--- config.mk ---
export PLATFORM = sky130hd
export DESIGN_NAME = can_busoff_recovery_fsm
export DESIGN_NICKNAME = d
export VERILOG_FILES = /design/src/sv/can_bor_pkg.sv /design/src/sv/can_busoff_recovery_fsm.sv /design/src/sv/can_bor_store.sv /design/src/sv/can_bor_update.sv /design/src/sv/can_bor_recovery_fsm_top_note.sv
export SDC_FILE = /design/constraint.sdc
export NUM_CORES = 1
export LEC_CHECK = 0
export ABC_AREA = 1
export BUFFER_PORTS_ARGS = -buffer_cell sky130_fd_sc_hd__buf_2
export CORE_MARGIN = 3
export CORE_UTILIZATION = 55
export DETAILED_ROUTE_END_ITERATION = 10
export PLACE_DENSITY = 0.72
export SYNTH_ARGS = -nofsm -noshare
export SYNTH_HDL_FRONTEND = slang
export SYNTH_HIERARCHICAL = 1
export SYNTH_SLANG_ARGS = --single-unit
--- constraint.sdc ---
create_clock -name clk -period 23.7 [get_ports clk]
set_clock_uncertainty 0.05 [all_clocks]
set_input_delay 4.74 -clock clk [delete_from_list [all_inputs] [get_ports clk]]
set_output_delay 4.74 -clock clk [all_outputs]
set_load 0.01 [all_outputs]
--- src/sv/can_bor_pkg.sv ---
// Shared types, codes and reset constants of the CAN bus-off recovery sequencer.
package can_bor_pkg;

  localparam int CHANNELS_DEF = 4;
  localparam int CH_W         = 2;
  localparam int CH_EXT_W     = 5;

  localparam logic [15:0] FAST_PERIOD_RST   = 16'd100;
  localparam logic [15:0] SLOW_PERIOD_RST   = 16'd200;
  localparam logic [7:0]  FAST_ATTEMPTS_RST = 8'd5;
  localparam logic [7:0]  SLOW_ATTEMPTS_RST = 8'd0;

  // Action codes of a request.
  localparam logic [2:0] ACT_PROCESS   = 3'd0;
  localparam logic [2:0] ACT_TICK      = 3'd1;
  localparam logic [2:0] ACT_BUSOFF    = 3'd2;
  localparam logic [2:0] ACT_RECOVERED = 3'd3;
  localparam logic [2:0] ACT_WR_FLAG   = 3'd4;

  // Recovery state codes as stored and reported.
  localparam logic [2:0] ST_NORMAL  = 3'd0;
  localparam logic [2:0] ST_PENDING = 3'd1;
  localparam logic [2:0] ST_SELECT  = 3'd2;
  localparam logic [2:0] ST_FAST    = 3'd3;
  localparam logic [2:0] ST_SLOW    = 3'd4;
  localparam logic [2:0] ST_RECOVER = 3'd5;
  localparam logic [2:0] ST_RWAIT   = 3'd6;

  // Bus status codes.
  localparam logic [1:0] BUS_NORMAL = 2'd0;
  localparam logic [1:0] BUS_OFF    = 2'd1;
  localparam logic [1:0] BUS_REINIT = 2'd2;

  // Recover flag values the sequencer itself uses.
  localparam logic [7:0] FLAG_CLEAR   = 8'd0;
  localparam logic [7:0] FLAG_RECOVER = 8'd1;
  localparam logic [7:0] FLAG_ACK     = 8'd2;

  // Configuration register indexes.
  localparam logic [1:0] CFG_FAST_PERIOD   = 2'd0;
  localparam logic [1:0] CFG_SLOW_PERIOD   = 2'd1;
  localparam logic [1:0] CFG_FAST_ATTEMPTS = 2'd2;
  localparam logic [1:0] CFG_SLOW_ATTEMPTS = 2'd3;

  typedef struct packed {
    logic [2:0]  action;
    logic [1:0]  channel;
    logic [7:0]  flag_value;
  } req_t;

  typedef struct packed {
    logic [1:0]  channel_out;
    logic [2:0]  recovery_state;
    logic        stop_controller;
    logic        reinit_controller;
    logic [1:0]  busoff_status;
    logic [7:0]  recover_flag_out;
  } rsp_t;

  typedef struct packed {
    logic [15:0] fast_period_ms;
    logic [15:0] slow_period_ms;
    logic [7:0]  fast_attempts;
    logic [7:0]  slow_attempts;
  } cfg_t;

  // One channel's record as held in the state memory.
  typedef struct packed {
    logic [2:0]  state;
    logic [1:0]  busoff;
    logic [7:0]  flag;
    logic [15:0] fast_cnt;
    logic [15:0] slow_cnt;
    logic [7:0]  fast_left;
    logic [7:0]  slow_left;
  } rec_t;

endpackage

--- src/sv/can_busoff_recovery_fsm.sv ---
// Top level of the per-channel CAN bus-off recovery sequencer.
//
// Usage: each request on req (req_valid/req_ready) names a channel and an
// action: process step, 1 ms tick, bus-off seen, bus recovered, or a write
// of the recover flag. Every request yields exactly one response on rsp
// (rsp_valid/rsp_ready) with the channel's state after the action and the
// stop/reinit pulses that the action raised.
// Order: a request's record is read at acceptance, then updated and written
// back as the response register is loaded, which a receiver stall can delay.
// Throughput: one request per cycle while the receiver does not stall, set by
// the single read and single write port of the state memory; a request to a
// channel whose record is written back as it is read takes the forwarded record.
// Reset (rst, synchronous): configuration returns to 100/200/5/0, every
// channel record reads as all zero (normal state) through per-entry valid
// bits; no clearing pass is needed. The user must write configuration through
// cfg_we/cfg_index/cfg_data only while the block is idle; the block does not enforce it.
// Receiver stall: the response register holds; the update stage holds its
// request, and req_ready drops only when both are occupied.
module can_busoff_recovery_fsm #(
  parameter int CHANNELS = can_bor_pkg::CHANNELS_DEF
) (
  input  logic               clk,
  input  logic               rst,
  input  logic               req_valid,
  output logic               req_ready,
  input  can_bor_pkg::req_t  req,
  output logic               rsp_valid,
  input  logic               rsp_ready,
  output can_bor_pkg::rsp_t  rsp,
  input  logic               cfg_we,
  input  logic [1:0]         cfg_index,
  input  logic [15:0]        cfg_data
);

  localparam int IdxW = (CHANNELS > 1) ? $clog2(CHANNELS) : 1;
  localparam logic [can_bor_pkg::CH_EXT_W-1:0] ChanLimit = can_bor_pkg::CH_EXT_W'(CHANNELS);

  can_bor_pkg::cfg_t cfg;

  // Update stage: the request whose record is being read out.
  logic              s1_valid;
  can_bor_pkg::req_t s1_req;

  logic                            accept;
  logic                            advance;
  logic [can_bor_pkg::CH_EXT_W-1:0] req_ch_ext;
  logic [can_bor_pkg::CH_EXT_W-1:0] s1_ch_ext;
  logic [IdxW-1:0]                 rd_addr;
  logic [IdxW-1:0]                 wr_addr;
  logic                            s1_in_range;

  can_bor_pkg::rec_t cur_rec;
  can_bor_pkg::rec_t nxt_rec;
  logic              stop;
  logic              reinit;
  can_bor_pkg::rsp_t rsp_next;

  // Advance the update stage when the response register is free or drains now.
  assign advance   = s1_valid && (!rsp_valid || rsp_ready);
  assign req_ready = !s1_valid || advance;
  assign accept    = req_valid && req_ready;

  assign req_ch_ext  = {3'b000, req.channel};
  assign s1_ch_ext   = {3'b000, s1_req.channel};
  assign rd_addr     = req_ch_ext[IdxW-1:0];
  assign wr_addr     = s1_ch_ext[IdxW-1:0];
  assign s1_in_range = s1_ch_ext < ChanLimit;

  // Configuration registers.
  always_ff @(posedge clk) begin
    if (rst) begin
      cfg.fast_period_ms <= can_bor_pkg::FAST_PERIOD_RST;
      cfg.slow_period_ms <= can_bor_pkg::SLOW_PERIOD_RST;
      cfg.fast_attempts  <= can_bor_pkg::FAST_ATTEMPTS_RST;
      cfg.slow_attempts  <= can_bor_pkg::SLOW_ATTEMPTS_RST;
    end else if (cfg_we) begin
      unique case (cfg_index)
        can_bor_pkg::CFG_FAST_PERIOD:   cfg.fast_period_ms <= cfg_data;
        can_bor_pkg::CFG_SLOW_PERIOD:   cfg.slow_period_ms <= cfg_data;
        can_bor_pkg::CFG_FAST_ATTEMPTS: cfg.fast_attempts  <= cfg_data[7:0];
        can_bor_pkg::CFG_SLOW_ATTEMPTS: cfg.slow_attempts  <= cfg_data[7:0];
        default: cfg <= cfg;
      endcase
    end
  end

  // Channel records: read on accept, write back when the update stage advances.
  can_bor_store #(
    .Channels(CHANNELS)
  ) u_store (
    .clk     (clk),
    .rst     (rst),
    .rd_en   (accept),
    .rd_addr (rd_addr),
    .wr_en   (advance && s1_in_range),
    .wr_addr (wr_addr),
    .wr_data (nxt_rec),
    .rd_rec  (cur_rec)
  );

  can_bor_update u_update (
    .req    (s1_req),
    .cfg    (cfg),
    .cur    (cur_rec),
    .nxt    (nxt_rec),
    .stop   (stop),
    .reinit (reinit)
  );

  can_bor_pack u_pack (
    .req      (s1_req),
    .in_range (s1_in_range),
    .nxt      (nxt_rec),
    .stop     (stop),
    .reinit   (reinit),
    .rsp      (rsp_next)
  );

  // Pipeline control.
  always_ff @(posedge clk) begin
    if (rst) begin
      s1_valid  <= 1'b0;
      rsp_valid <= 1'b0;
    end else begin
      if (accept) begin
        s1_valid <= 1'b1;
      end else if (advance) begin
        s1_valid <= 1'b0;
      end
      if (advance) begin
        rsp_valid <= 1'b1;
      end else if (rsp_ready) begin
        rsp_valid <= 1'b0;
      end
    end
  end

  // Payload registers.
  always_ff @(posedge clk) begin
    if (accept) begin
      s1_req <= req;
    end
    if (advance) begin
      rsp <= rsp_next;
    end
  end

  // A stop pulse always comes with the move into the pending state.
  assert property (@(posedge clk) disable iff (rst)
    rsp_valid && rsp.stop_controller |->
      rsp.recovery_state == can_bor_pkg::ST_PENDING && !rsp.reinit_controller)
    else $error("stop pulse without move to pending");

  // A reinit pulse always lands in recover with the bus marked reinit done.
  assert property (@(posedge clk) disable iff (rst)
    rsp_valid && rsp.reinit_controller |->
      rsp.recovery_state == can_bor_pkg::ST_RECOVER &&
      rsp.busoff_status == can_bor_pkg::BUS_REINIT)
    else $error("reinit pulse with wrong state or bus status");

  // A response for a channel the block lacks carries nothing but the channel.
  assert property (@(posedge clk) disable iff (rst)
    rsp_valid && ({3'b000, rsp.channel_out} >= ChanLimit) |->
      rsp.recovery_state == can_bor_pkg::ST_NORMAL &&
      !rsp.stop_controller && !rsp.reinit_controller &&
      rsp.busoff_status == can_bor_pkg::BUS_NORMAL &&
      rsp.recover_flag_out == can_bor_pkg::FLAG_CLEAR)
    else $error("out-of-range channel response not cleared");

  // A request held in the update stage moves on as soon as the response register frees.
  assert property (@(posedge clk) disable iff (rst)
    s1_valid && !rsp_valid |=> rsp_valid)
    else $error("update stage failed to advance into free response register");

endmodule

--- src/sv/can_bor_store.sv ---
// Per-channel state memory with valid bits and write-to-read forwarding.
module can_bor_store #(
  parameter int Channels = can_bor_pkg::CHANNELS_DEF,
  localparam int IdxW = (Channels > 1) ? $clog2(Channels) : 1
) (
  input  logic                clk,
  input  logic                rst,
  input  logic                rd_en,
  input  logic [IdxW-1:0]     rd_addr,
  input  logic                wr_en,
  input  logic [IdxW-1:0]     wr_addr,
  input  can_bor_pkg::rec_t   wr_data,
  output can_bor_pkg::rec_t   rd_rec
);

  can_bor_pkg::rec_t mem [Channels];
  logic [Channels-1:0] entry_valid;

  can_bor_pkg::rec_t rd_data;
  logic              rd_valid;
  logic [IdxW-1:0]   rd_addr_q;

  can_bor_pkg::rec_t fwd_data;
  logic              fwd_valid;
  logic [IdxW-1:0]   fwd_addr;

  always_ff @(posedge clk) begin
    if (wr_en) begin
      mem[wr_addr] <= wr_data;
    end
    if (rd_en) begin
      rd_data <= mem[rd_addr];
    end
  end

  always_ff @(posedge clk) begin
    if (rst) begin
      entry_valid <= '0;
      rd_valid    <= 1'b0;
      fwd_valid   <= 1'b0;
    end else begin
      if (wr_en) begin
        entry_valid[wr_addr] <= 1'b1;
        fwd_valid            <= 1'b1;
      end
      if (rd_en) begin
        rd_valid <= entry_valid[rd_addr];
      end
    end
  end

  always_ff @(posedge clk) begin
    if (rd_en) begin
      rd_addr_q <= rd_addr;
    end
    if (wr_en) begin
      fwd_addr <= wr_addr;
      fwd_data <= wr_data;
    end
  end

  // Last write wins over a read that raced it; never-written entries read as reset.
  always_comb begin
    if (fwd_valid && (fwd_addr == rd_addr_q)) begin
      rd_rec = fwd_data;
    end else if (rd_valid) begin
      rd_rec = rd_data;
    end else begin
      rd_rec = '0;
    end
  end

endmodule

--- src/sv/can_bor_update.sv ---
// Next-record logic: applies one request's action to a channel record.
module can_bor_update (
  input  can_bor_pkg::req_t  req,
  input  can_bor_pkg::cfg_t  cfg,
  input  can_bor_pkg::rec_t  cur,
  output can_bor_pkg::rec_t  nxt,
  output logic               stop,
  output logic               reinit
);

  can_bor_pkg::rec_t wait_rec;

  // Arm the wait counter of the mode still in use.
  always_comb begin
    wait_rec = cur;
    if (cur.fast_left != 8'd0) begin
      wait_rec.fast_cnt = cfg.fast_period_ms;
    end else begin
      wait_rec.slow_cnt = cfg.slow_period_ms;
    end
  end

  always_comb begin
    nxt    = cur;
    stop   = 1'b0;
    reinit = 1'b0;
    unique case (req.action)
      can_bor_pkg::ACT_PROCESS: begin
        unique case (cur.state)
          can_bor_pkg::ST_NORMAL: begin
            if (cur.busoff == can_bor_pkg::BUS_OFF) begin
              stop          = 1'b1;
              nxt.state     = can_bor_pkg::ST_PENDING;
              nxt.fast_left = cfg.fast_attempts;
              nxt.slow_left = cfg.slow_attempts;
            end
          end
          can_bor_pkg::ST_RECOVER: begin
            nxt.flag  = can_bor_pkg::FLAG_RECOVER;
            nxt.state = can_bor_pkg::ST_RWAIT;
          end
          can_bor_pkg::ST_RWAIT: begin
            if (cur.busoff == can_bor_pkg::BUS_OFF) begin
              nxt       = wait_rec;
              stop      = 1'b1;
              nxt.state = can_bor_pkg::ST_PENDING;
            end else if (cur.busoff == can_bor_pkg::BUS_NORMAL) begin
              nxt.state = can_bor_pkg::ST_NORMAL;
            end
            if (cur.flag == can_bor_pkg::FLAG_ACK) begin
              nxt.flag = can_bor_pkg::FLAG_CLEAR;
            end
          end
          can_bor_pkg::ST_PENDING: begin
            nxt       = wait_rec;
            nxt.state = can_bor_pkg::ST_SELECT;
          end
          can_bor_pkg::ST_SELECT: begin
            nxt.state = (cur.fast_left != 8'd0) ? can_bor_pkg::ST_FAST : can_bor_pkg::ST_SLOW;
          end
          can_bor_pkg::ST_FAST: begin
            if (cur.fast_cnt == 16'd0) begin
              reinit     = 1'b1;
              nxt.busoff = can_bor_pkg::BUS_REINIT;
              nxt.state  = can_bor_pkg::ST_RECOVER;
              if (cur.fast_left != 8'd0) begin
                nxt.fast_left = cur.fast_left - 8'd1;
              end
            end
          end
          can_bor_pkg::ST_SLOW: begin
            if (cur.slow_cnt == 16'd0) begin
              reinit     = 1'b1;
              nxt.busoff = can_bor_pkg::BUS_REINIT;
              nxt.state  = can_bor_pkg::ST_RECOVER;
              if (cur.slow_left != 8'd0) begin
                nxt.slow_left = cur.slow_left - 8'd1;
              end
            end
          end
          default: begin
            nxt.state = can_bor_pkg::ST_NORMAL;
          end
        endcase
      end
      can_bor_pkg::ACT_TICK: begin
        if (cur.fast_cnt != 16'd0) begin
          nxt.fast_cnt = cur.fast_cnt - 16'd1;
        end
        if (cur.slow_cnt != 16'd0) begin
          nxt.slow_cnt = cur.slow_cnt - 16'd1;
        end
      end
      can_bor_pkg::ACT_BUSOFF: begin
        nxt.busoff = can_bor_pkg::BUS_OFF;
      end
      can_bor_pkg::ACT_RECOVERED: begin
        nxt.busoff = can_bor_pkg::BUS_NORMAL;
      end
      can_bor_pkg::ACT_WR_FLAG: begin
        nxt.flag = req.flag_value;
      end
      default: begin
        nxt = cur;
      end
    endcase
  end

endmodule

--- src/sv/can_bor_recovery_fsm_top_note.sv ---
// Response packing: forms one response from a channel's updated record.
module can_bor_pack (
  input  can_bor_pkg::req_t  req,
  input  logic               in_range,
  input  can_bor_pkg::rec_t  nxt,
  input  logic               stop,
  input  logic               reinit,
  output can_bor_pkg::rsp_t  rsp
);

  always_comb begin
    rsp             = '0;
    rsp.channel_out = req.channel;
    // Drop everything but the channel for a channel the block does not have.
    if (in_range) begin
      rsp.recovery_state    = nxt.state;
      rsp.stop_controller   = stop;
      rsp.reinit_controller = reinit;
      rsp.busoff_status     = nxt.busoff;
      rsp.recover_flag_out  = nxt.flag;
    end
  end

endmodule

**Word-level counts from Yosys, hierarchy flattened**

Memory sizes are Yosys's and may differ from the RTL's. A register that Yosys moved wholly into a read port is not among the register bits.
Index checks and enable logic that the tools add are counted.

- RAM bits: 244
- Input port bits: 36
- Word-level logic and storage cells: 124
- Memories kept: 1
- Output and inout port bits: 19
- Register bits: 149

- Multiplexer cells: 44
- Bitwise logic cells: 1
- $add $sub $neg: 4
- Reduce and logical (&&, ||, !) cells: 28
- Magnitude comparators: 4
- Equality and inequality tests: 16

Memories:

| name | words | width | read ports | clocked after memory_dff | wr ports | line | source |
|---|---|---|---|---|---|---|---|
| u_store.mem | 4 | 61 | 1 | 1 | 1 | can_bor_store.sv:16 | `can_bor_pkg::rec_t mem [Channels];` |

Operators with widths:

| cell | count |
|---|---|
| 32-bit case mux with 2 select lines | 2 |
| 61-bit two-way mux | 2 |
| 16-bit two-way mux | 6 |
| 48-bit two-way mux | 1 |
| 8-bit case mux with 3 select lines | 2 |
| 8-bit two-way mux | 5 |
| 16-bit zero test | 2 |
| 8-bit case mux with 2 select lines | 2 |
| 16-bit nonzero test | 2 |
| 16-bit by 1-bit subtractor with 16-bit output, second input constant | 2 |
| 3-bit case mux with 7 select lines | 1 |
| 8-bit nonzero test | 2 |
| 8-bit by 1-bit subtractor with 8-bit output, second input constant | 2 |
| 3-bit two-way mux | 5 |
| 3-bit by 2-bit equality test with 1-bit output, second input constant | 4 |
| 3-bit equality test, second input constant | 4 |
| 2-bit case mux with 3 select lines | 2 |
| 1-bit two-way mux | 11 |
| 5-bit two-way mux | 2 |
| 2-bit AND reduction | 5 |
| 2-bit by 3-bit less-than comparator with 1-bit output, second input constant | 3 |
| 8-bit by 2-bit equality test with 1-bit output, second input constant | 1 |
| 3-bit by 1-bit equality test with 1-bit output, second input constant | 2 |
| 3-bit zero test | 2 |
| other kinds (15) | 25 |

**Logic depth before layout (Yosys ltp)**

- Depth after elaboration: 8
- Gate-level depth with buffers: 20
- Gate-level depth less buffers: 19

**Modules after synthesis**

Netlist, hierarchy kept.

By module, submodules not included:

| module | area an instance (um^2) | cells an instance | seq. area each (um^2) | times used |
|---|---|---|---|---|
| can_bor_store | 14,587.7 | 1,094 | 11,230.8 | 1 |
| can_bor_update | 3,254.4 | 670 | 0.0 | 1 |
| can_busoff_recovery_fsm | 2,976.6 | 344 | 1,901.8 | 1 |
| can_bor_pack | 138.9 | 33 | 0.0 | 1 |

**Least setup slack after synthesis**

Ideal clock, no wire load.

- Path type: input to register
- Start: input port rsp_ready
- End: memory u_store/mem[3][0] (netlist bit) (enable)
- Library setup time: 0.416 ns
- Setup slack: 12.764 ns
- Required time: 23.234 ns
- Buffers on the path: 0
- Arrival time: 10.471 ns
- Stages on the path: 4
- Cells stage by stage: inv_1 a21oi_1 nand3_1 inv_1

- Longest elaborated chain between the ends: 5

RTL lines:

| element | line | source |
|---|---|---|
| from (decl) | can_busoff_recovery_fsm.sv:28 | `input logic rsp_ready,` |
| 1-bit logical OR | can_busoff_recovery_fsm.sv:59 | `assign advance = s1_valid && (!rsp_valid \|\| rsp_ready);` |
| 1-bit logical AND | can_busoff_recovery_fsm.sv:59 |  |
| named net advance | can_busoff_recovery_fsm.sv:45 | `logic advance;` |
| 1-bit logical AND | can_busoff_recovery_fsm.sv:95 | `.wr_en (advance && s1_in_range),` |
| 1-bit two-way mux | can_bor_store.sv:28 | `if (wr_en) begin` |
| 1-bit two-way mux (implied by the code) | can_bor_store.sv:29 | `mem[wr_addr] <= wr_data;` |
| to (decl) | can_bor_store.sv:16 |  |

The timed path passes the listed nets, and every way through them passes these cells.

**Worst setup path in the final report**

- Start: input port rsp_ready
- End: output port req_ready

- Longest elaborated chain between the ends: 3

RTL lines:

| element | line | source |
|---|---|---|
| 1-bit logical OR | can_busoff_recovery_fsm.sv:59 |  |
| 1-bit logical AND | can_busoff_recovery_fsm.sv:59 |  |
| 1-bit logical OR | can_busoff_recovery_fsm.sv:60 | `assign req_ready = !s1_valid \|\| advance;` |
| to (decl) | can_busoff_recovery_fsm.sv:25 | `output logic req_ready,` |

Every way passes these cells.

==> flow_summary.toml <==
[sta]
worst_pin_slew_ps = 1160
setup_violations = 0
setup_tns_ps = 0
period_share = 0.424
slew_headroom = 0.229
slew_violations = 0
final_hold_viol_count = 0
rsz0062_at_grt = "no"
setup_ws_ps = 13660
max_clock_freq_mhz = 99.6
period_minus_slack_ps = 10040

[place]
dpl.hpwl_microns = 26200
dp_slack_ps = 13670
place_congestion = 0.969
numPlacedInstances = 2271
io_buffers = 54

[worst_setup_path]
critPathMaxFanout = 3
crit_chain = "buf_2 -> inv_1 -> nand3_1 -> buf_2"
critPathRequiredTime_ps = 18910
r2r_start = "u_store/rd_addr_q[1]"
path_class = "in2out"
cpMaxStageDelayCell = "buf_2"
cp-end-kind = "primary output"
reg2reg_to = "u_store/mem[0][29]"
crit_top_cell = "buf_2"
rrSetupSlack_ps = 19140
reg2reg_depth = 16
start_kind = "input pin"
max_stage_delay_ps = 170
cp.arrival_ps = 5250

[status]
status = "complete, no violations"

[min_path]
hold-path-cell-count = 1
hold_start = "u_store/entry_valid[3]"
min_path_type = "reg2reg"
holdPathEnd = "u_store/entry_valid[3]"

[clock_network]
cts-root-buf = "clkbuf_16"
cts_resized = 0
clock-sinks = 400
clk_path_buf_depth = 3
htreeDepth = 2
clk_latency_ps = 540
postCtsSetupRepairBufs = 0
ctsHoldBuffers = 0
numCtsBuffers = 42
cts_tree = "built"
clkTransAtPathRegs_ps = 60

[routing]
dr_wl_met3_microns = 3260
first_pass_iters = 6
drc = 0
dr.max_layer_used = "met4"
routed_wl_microns = 44500
vias = 13400
vias_per_cell = 5.69
post_drt_wl_per_cell_microns = 18.9
route.layer.met1.wl_microns = 18500
drtAntennaViolNets = 0
met2_wirelength_microns = 21500
drt_iter0_markers = 1223

[global_route]
grt_max_degree = 111
grt_use_total = 0.249
grt_pass1_wl_microns = 69700
overflow = 0
grt_pass1_vias = 12900
antenna_found_initial = 1

[logic_synthesis]
syn_area_sq_um = 18300
avgSynthCellArea_sq_um = 9.87
yosysWarnings = 6
syn_inst = 1858

[layout]
area.growth.synth_to_final_pct = 9.52
nFillCells = 2676
final_nets = 1914
n_antenna_cell = 0
drive_gt1_frac = 0.101
final_cells = 2348

[floorplanning]
io-pin-count = 55
rows = 66
die-area_sq_um = 35600
core_area_sq_um = 32700
fp.dieH_microns = 189
start_util = 0.561
die_x_microns = 189

[power_and_ir_drop]
powerDensity_nw_per_um2 = 83.0
p_total_mw = 1.67
ir_drop_mv = 0.0604
p_leak_nw = 8.33

[run]
drv_cap = 0
==> cell type report <==
class	count	area [sq um]	share of cell area
Clock buffer	57	1200	0.0598
Clock inverter	20	241	0.0120
Inverter	192	723	0.0360
Multi-Input combinational cell	1170	5460	0.272
Sequential cell	400	11500	0.574
Tap cell	442	553	0.0275
Timing Repair Buffer	67	370	0.0184
==> metal layers <==
layer | vias to the layer above | global-route usage
li1 | 6303 | -
met1 | 6406 | 0.335
met2 | 547 | 0.417
met3 | 95 | 0.0402
met4 | 0 | 0.0814
met5 | - | 0
==> power by group <==
part | total, mW | switching [mW] | internal [mW]
registers | 0.817 | 0.0104 | 0.806
clock network | 0.676 | 0.257 | 0.419
logic | 0.174 | 0.128 | 0.0457
==> placed cells by master, fill, tap and decap left out, types with 3 or more instances in the layout <==
| cell type | count |
|---|---|
| nand2_4 | 6 |
| a22o_1 | 6 |
| edfxtp_1 | 352 |
| clkbuf_1 | 9 |
| clkinv_1 | 10 |
| nor2_4 | 5 |
| or2_2 | 3 |
| bufinv_16 | 6 |
| ha_1 | 5 |
| nor2_2 | 12 |
| clkinv_2 | 4 |
| buf_4 | 14 |
| a21oi_1 | 33 |
| clkbuf_16 | 45 |
| clkbuf_8 | 3 |
| o21ai_0 | 135 |
| o21a_1 | 3 |
| nor2_1 | 225 |
| nor3_1 | 5 |
| dfxtp_1 | 47 |
| o21ai_1 | 10 |
| nand3_1 | 145 |
| o21ai_2 | 3 |
| nand4_1 | 29 |
| buf_2 | 53 |
| nand2_2 | 7 |
| o22ai_1 | 53 |
| inv_2 | 18 |
| nand2_1 | 438 |
| o211ai_1 | 24 |
| inv_1 | 172 |
| conb_1 | 6 |
| nand3_2 | 3 |
==> metrics by stage <==
stage                     utilization  hold slack, ps  area (sq um)
final                           0.614             423         20100
after global routing            0.614             438         20100
after CTS                       0.614             423         20100
after detailed placement        0.570             393         18600
after global placement          0.570             388         18600
after floorplan                     -             374         18400
==> sequential cells by signal, indices dropped and copies added (netlist names) <==
name,count
cfg,40
rsp,17
rsp_valid,1
s1_req,11
s1_valid,1
u_store/entry_valid,4
u_store/fwd_addr,2
u_store/fwd_data,53
u_store/fwd_valid,1
u_store/mem,212
u_store/rd_addr_q,2
u_store/rd_data,53
u_store/rd_valid,1
wr_addr,2
==> worst max path at each step <==
stage / end / slack (ps) / startpoint
3_5_place_dp: req_ready / 13670 / rsp_ready
5_1_grt: req_ready / 13600 / rsp_ready
6_report: req_ready / 13660 / rsp_ready
4_1_cts: req_ready / 13670 / rsp_ready
2_1_floorplan: u_store/mem[3][10] / 13330 / rsp_ready
3_3_place_gp: req_ready / 13680 / rsp_ready
==> worst max-delay path, delay by kind of cell <==
| kind | cells | cell delay (ps) |
|---|---|---|
| buffers and inverters | 3 | 370 |
| AND/OR/NAND/NOR | 1 | 130 |
No activity file was read; power rests on OpenSTA's default activity.
